**src/rtl/packed_symmetric_matvec_unit_assert.svh**
```systemverilog
// Assertion macros shared by the packed symmetric matvec RTL.
// No dependencies; included by the modules that carry assertions.
`ifndef PACKED_SYMMETRIC_MATVEC_UNIT_ASSERT_SVH
`define PACKED_SYMMETRIC_MATVEC_UNIT_ASSERT_SVH

// Same-cycle implication, disabled while reset is asserted
`define PSMV_ASSERT_IMPL(lbl, clk, rst_n, ante, cons, msg) \
    lbl: assert property (@(posedge clk) disable iff (!rst_n) (ante) |-> (cons)) \
        else $error(msg);

// Next-cycle implication, disabled while reset is asserted
`define PSMV_ASSERT_NEXT(lbl, clk, rst_n, ante, cons, msg) \
    lbl: assert property (@(posedge clk) disable iff (!rst_n) (ante) |=> (cons)) \
        else $error(msg);

`endif

```
**src/rtl/psmv_pkg.sv**
```systemverilog
// Package for the packed symmetric matvec unit: widths, codes, FSM states
// and the saturating add. No dependencies.
package psmv_pkg;

    // Sizes
    localparam int MAX_PAIRS = 1024;
    localparam int PAIR_W    = $clog2(MAX_PAIRS);
    localparam int ROW_W     = PAIR_W + 1;
    localparam int VAL_W     = 64;
    localparam int HALF_W    = VAL_W / 2;
    localparam int PP_W      = 2 * (HALF_W + 1);
    localparam int PROD_W    = 2 * VAL_W;
    localparam int FRAC_W    = 48;
    localparam int FUNC_W    = 2;
    localparam int CFG_W     = 11;
    localparam int CFG_IDX_W = 1;

    // Configuration register indexes
    localparam logic [CFG_IDX_W-1:0] CFG_FIRST_ROW = 1'b0;
    localparam logic [CFG_IDX_W-1:0] CFG_END_ROW   = 1'b1;

    localparam logic [ROW_W-1:0] END_ROW_RST = ROW_W'(MAX_PAIRS);

    // Saturation limits
    localparam logic [VAL_W-1:0] SMAX = {1'b0, {(VAL_W-1){1'b1}}};
    localparam logic [VAL_W-1:0] SMIN = {1'b1, {(VAL_W-1){1'b0}}};

    // Multiplier step counter: four partial products, then the done count
    localparam int             MUL_CNT_W    = 3;
    localparam logic [MUL_CNT_W-1:0] MUL_LAST_PP  = 3'd3;
    localparam logic [MUL_CNT_W-1:0] MUL_DONE_CNT = 3'd5;

    // Item function codes
    typedef enum logic [FUNC_W-1:0] {
        FN_LOAD   = 2'd0,
        FN_MATRIX = 2'd1,
        FN_READ   = 2'd2,
        FN_START  = 2'd3
    } t_func;

    // Sequencer states
    typedef enum logic [2:0] {
        S_IDLE,
        S_FETCH,
        S_MUL_D_RS,
        S_MUL_D_PQ,
        S_WR_RS,
        S_WR_PQ,
        S_READ
    } t_state;

    // Signed add that clamps to the 64-bit limits
    function automatic logic [VAL_W-1:0] sat_add(input logic [VAL_W-1:0] a,
                                                 input logic [VAL_W-1:0] b);
        logic [VAL_W-1:0] s;
        s = a + b;
        if (a[VAL_W-1] == b[VAL_W-1] && s[VAL_W-1] != a[VAL_W-1]) begin
            return a[VAL_W-1] ? SMIN : SMAX;
        end
        return s;
    endfunction

endpackage

```
**src/rtl/psmv_fxmul.sv**
```systemverilog
// Iterative Q15.48 multiplier: 64x64 product from four 33x33 partial products,
// floor shift by 48 and saturation. Depends on psmv_pkg and the assert header.
`include "packed_symmetric_matvec_unit_assert.svh"

module psmv_fxmul import psmv_pkg::*; (
    input  logic             i_clk,
    input  logic             i_rst_n,
    input  logic             i_start,
    input  logic [VAL_W-1:0] i_a,
    input  logic [VAL_W-1:0] i_b,
    output logic             o_done,
    output logic [VAL_W-1:0] o_product
);

    logic                 r_busy;
    logic [MUL_CNT_W-1:0] r_cnt;
    logic [VAL_W-1:0]     r_a;
    logic [VAL_W-1:0]     r_b;
    logic signed [PP_W-1:0] r_pp;
    logic [1:0]           r_pp_sh;
    logic                 r_pp_vld;
    logic [PROD_W-1:0]    r_acc;

    logic [1:0]              w_sel;
    logic signed [HALF_W:0]  w_op_a;
    logic signed [HALF_W:0]  w_op_b;
    logic signed [PP_W-1:0]  w_pp;
    logic [1:0]              w_sh;
    logic [PROD_W-1:0]       w_pp_ext;
    logic [PROD_W-1:0]       w_pp_shifted;
    logic [PROD_W-VAL_W-FRAC_W:0] w_top;

    // Operand halves: upper half signed, lower half zero-extended
    assign w_sel  = r_cnt[1:0];
    assign w_op_a = w_sel[1] ? {r_a[VAL_W-1], r_a[VAL_W-1:HALF_W]} : {1'b0, r_a[HALF_W-1:0]};
    assign w_op_b = w_sel[0] ? {r_b[VAL_W-1], r_b[VAL_W-1:HALF_W]} : {1'b0, r_b[HALF_W-1:0]};
    assign w_pp   = w_op_a * w_op_b;
    assign w_sh   = {w_sel[1] & w_sel[0], w_sel[1] ^ w_sel[0]};

    // Align the registered partial product
    assign w_pp_ext = {{(PROD_W-PP_W){r_pp[PP_W-1]}}, r_pp};
    always_comb begin
        case (r_pp_sh)
            2'd0:    w_pp_shifted = w_pp_ext;
            2'd1:    w_pp_shifted = w_pp_ext << HALF_W;
            default: w_pp_shifted = w_pp_ext << VAL_W;
        endcase
    end

    // Control
    always_ff @(posedge i_clk) begin
        if (!i_rst_n) begin
            r_busy   <= 1'b0;
            r_cnt    <= '0;
            r_pp_vld <= 1'b0;
        end else if (i_start) begin
            r_busy   <= 1'b1;
            r_cnt    <= '0;
            r_pp_vld <= 1'b0;
        end else if (r_busy) begin
            r_cnt    <= r_cnt + 1'b1;
            r_pp_vld <= (r_cnt <= MUL_LAST_PP);
            if (o_done) begin
                r_busy <= 1'b0;
            end
        end
    end

    // Operands, partial product and accumulator
    always_ff @(posedge i_clk) begin
        if (i_start) begin
            r_a   <= i_a;
            r_b   <= i_b;
            r_acc <= '0;
        end else if (r_busy) begin
            if (r_cnt <= MUL_LAST_PP) begin
                r_pp    <= w_pp;
                r_pp_sh <= w_sh;
            end
            if (r_pp_vld) begin
                r_acc <= r_acc + w_pp_shifted;
            end
        end
    end

    // Floor shift by the fraction width, clamp when the top bits disagree
    assign w_top     = r_acc[PROD_W-1:VAL_W+FRAC_W-1];
    assign o_done    = r_busy && (r_cnt == MUL_DONE_CNT);
    assign o_product = (&w_top || ~|w_top) ? r_acc[VAL_W+FRAC_W-1:FRAC_W]
                     : (r_acc[PROD_W-1] ? SMIN : SMAX);

    `PSMV_ASSERT_IMPL(a_start_when_free, i_clk, i_rst_n, i_start, !r_busy || o_done, "multiplier restarted while busy")
    `PSMV_ASSERT_NEXT(a_done_ends_run, i_clk, i_rst_n, o_done && !i_start, !r_busy && !o_done, "multiplier kept running after done")

endmodule

```
**config.mk**
```make
export PLATFORM = sky130hd
export DESIGN_NAME = psmv_fxmul
export DESIGN_NICKNAME = d
export VERILOG_FILES = /design/src/rtl/psmv_pkg.sv /design/src/rtl/psmv_fxmul.sv
export VERILOG_INCLUDE_DIRS = /design/src /design/src/rtl
export SDC_FILE = /design/constraint.sdc
export NUM_CORES = 2
export LEC_CHECK = 0
export BUFFER_PORTS_ARGS = -buffer_cell sky130_fd_sc_hd__buf_2
export CORE_UTILIZATION = 50
export DETAILED_ROUTE_END_ITERATION = 8
export PLACE_DENSITY = 0.78
export SLEW_MARGIN = 20
export SYNTH_ARGS = -nofsm -noshare
export SYNTH_HDL_FRONTEND = slang
export SYNTH_SLANG_ARGS = --single-unit
```
**constraint.sdc**
```tcl
create_clock -name i_clk -period 27.2 [get_ports i_clk]
set_input_delay 2.72 -clock i_clk [delete_from_list [all_inputs] [get_ports i_clk]]
set_output_delay 2.72 -clock i_clk [all_outputs]
set_load 0.05 [all_outputs]
```
==> results.txt <==
Status - complete, no violations
Cell Area, Synth - 59100 um^2
Rows - 125
Worst-path fanout max - 42
Vias - 48300
Area of the die - 120000 um^2
Worst clock skew - 0.0299 ns
Drt first-iter violations - 4993
Worst Hold End - r_acc[14]
Post-CTS Setup Bufs - 0
Post-Syn Instances - 6671
Die W - 346 um
Critical path's slowest cell - mux2i_4
Overall Global Routing Usage - 32.7%
Hold Startpoint - r_acc[14]
CTS HTree Levels - 2
R2R depth - 29
Final worst path period share - 40.0%
Final WL - 194000 um
Max incr delay on CP - 0.98 ns
Detailed-route DRC error count - 0
EDFF count, synth - 196
Yosys top cell by area - fa_1
Initial Util - 50.7%
Post_cts resized - 0
Clk_lat worst skew - 0.65 ns
Worst Hold Class - flop to flop
Worst Setup End Kind - flop
Placed insts - 8136
Non-Filler Instances - 8219
DRT Pass-1 Iters - 8
Synth Warn # - 0
Unrepaired setup endpoints after global routing - false
DP HPWL - 150000 um
ANT nets after route - 0
Share of the yosys chip area belonging to registers - 14.5%
CTS sink count - 329
PortBufs - 195
Worst R2R Setup Slack - 16.31 ns
Routed wire per std cell - 23.6 um
Syn avg cell area - 8.86 um^2
Layout area overhead - 7.02%
Synth area leaders - fa_1 (39%), edfxtp_1 (10%), inv_1 (7.7%)
Worst r2r dst - r_pp[61]
Required time worst endpoint - 27.57 ns
CP delay by family, top - adder cells
CTS tree - built
CTS buffer count - 41
Setup_tns - 0 ns
Worst EP arrival - 11.26 ns
Startpoint types - flop
Crit Path Category - flop to flop
Vias in the first global route - 50600
WP buf/inv - 7
Ys async rst share - 0%
Relative slew slack - 17.6%
Antenna violations before repair - 8
Largest net degree at the start of global routing - 77
Core Area - 117000 um^2
Ports - 196
MaxCap Viol Count - 0
First-pass GRT wire length - 296000 um
Max Slew Vio Count - 0
Peak Freq - 0.0918 GHz
Worst-Margin Slew - 1.21 ns
Worst path most repeated cell - fa_1
Ys flop type - edfxtp_1
Placer Congestion - 1.03
Die Y - 346 um
Global route total overflow - 0
Synth top area share - 38.9%
Netlist cell types - 81
Clk pin slew, worst setup/hold paths - 0.06 ns
Vias/cell - 5.87
Root Driver - clkbuf_16
Hold_buf cts - 0
Share of cells above drive strength 1 - 7.34%
Crit path time final - 10.89 ns
Nets - 8280
Final hold vios - 0
Reg2reg start - r_cnt[1]
Final setup viols - 0
#FFs+latches synth - 329
Synth Net Count - 8295
CP Depth - 29
CTS Buffer Depth - 3
Hold path cells - 2
## worst max path at each step
stage	startpoint	to	slack (ns)
finish	r_cnt[1]	r_pp[61]	16.31
global route	r_cnt[1]	r_pp[65]	16.00
CTS	r_cnt[1]	r_pp[61]	16.45
detailed placement	r_cnt[1]	r_pp[61]	16.46
global placement	r_cnt[1]	r_pp[61]	16.61
floorplan	r_cnt[1]	r_pp[48]	18.09
## placed cells by master, fill, tap and decap left out, types with 73 or more instances in the layout
cell type	count
ha_1	346
buf_4	74
o21ai_0	185
buf_2	194
inv_1	1219
a21o_1	166
nor2_1	752
xnor2_1	119
nand4_1	73
a21oi_1	380
nand2_1	929
edfxtp_1	196
dfxtp_1	131
fa_1	1146
## final cells by class
cell class              instances  area, um^2
flip-flops and latches        329        8560
inverters                    1219        4580
repair buffers                271        1590
well taps                    1524        1910
diodes                          6        15.0
clock buffers                  49        1130
clock inverters                27         342
fillers                     10500       53400
multi-input cells            4794       45100
## metal layers
layer | GRT usage, % | vias up | routed length [um]
li1 | - | 20800 | -
met1 | 40.7 | 23600 | 71300
met2 | 49.3 | 3109 | 83100
met3 | 10.5 | 812 | 24600
met4 | 20.5 | 8 | 15200
met5 | 0.120 | - | 67
## Yosys cell counts (all sizes together), types with 95 or more instances
library cell / instances
a21o: 166
a21oi: 383
clkbuf: 295
dfxtp: 133
edfxtp: 196
fa: 1147
ha: 346
inv: 1219
mux2i: 95
nand2: 930
nor2: 756
o21ai: 211
xnor2: 119
## state kept, by name, summed over array words and instances (netlist names)
register / flops
r_pp_sh: 2
r_busy: 1
r_pp_vld: 1
r_b: 64
r_acc: 128
r_a: 64
r_cnt: 3
r_pp: 66
## logic make-up after synthesis
kind of cell	after synthesis	share of synthesized area, %
simple gates	1982	13.7
flops	329	14.5
fa+ha+maj	1493	46.2
mux	155	2.75
xor+xnor	190	2.82
compound gates	974	10.2
buf+inv	1548	9.84
## metrics by stage
stage | setup slack, ns | cell area (um^2) | util [%] | hold WS [ns]
floorplan | 18.09 | 59100 | - | 0.436
global placement | 16.61 | 61700 | 52.9 | 0.444
detailed placement | 16.46 | 61700 | 52.9 | 0.449
CTS | 16.45 | 63200 | 54.2 | 0.457
global route | 16.00 | 63200 | 54.2 | 0.475
finish | 16.31 | 63300 | 54.2 | 0.458
## tightest hold or removal path: cells and delay by family (launching register included)
kind             cells  cell delay [ns]
AO/OA/AOI/OAI        1             0.05
flip-flops           1             0.31
AND/OR/NAND/NOR      1             0.05
Power is not shown: default switching activity piles up to over one toggle a cycle in this logic, so the estimate is an artifact.
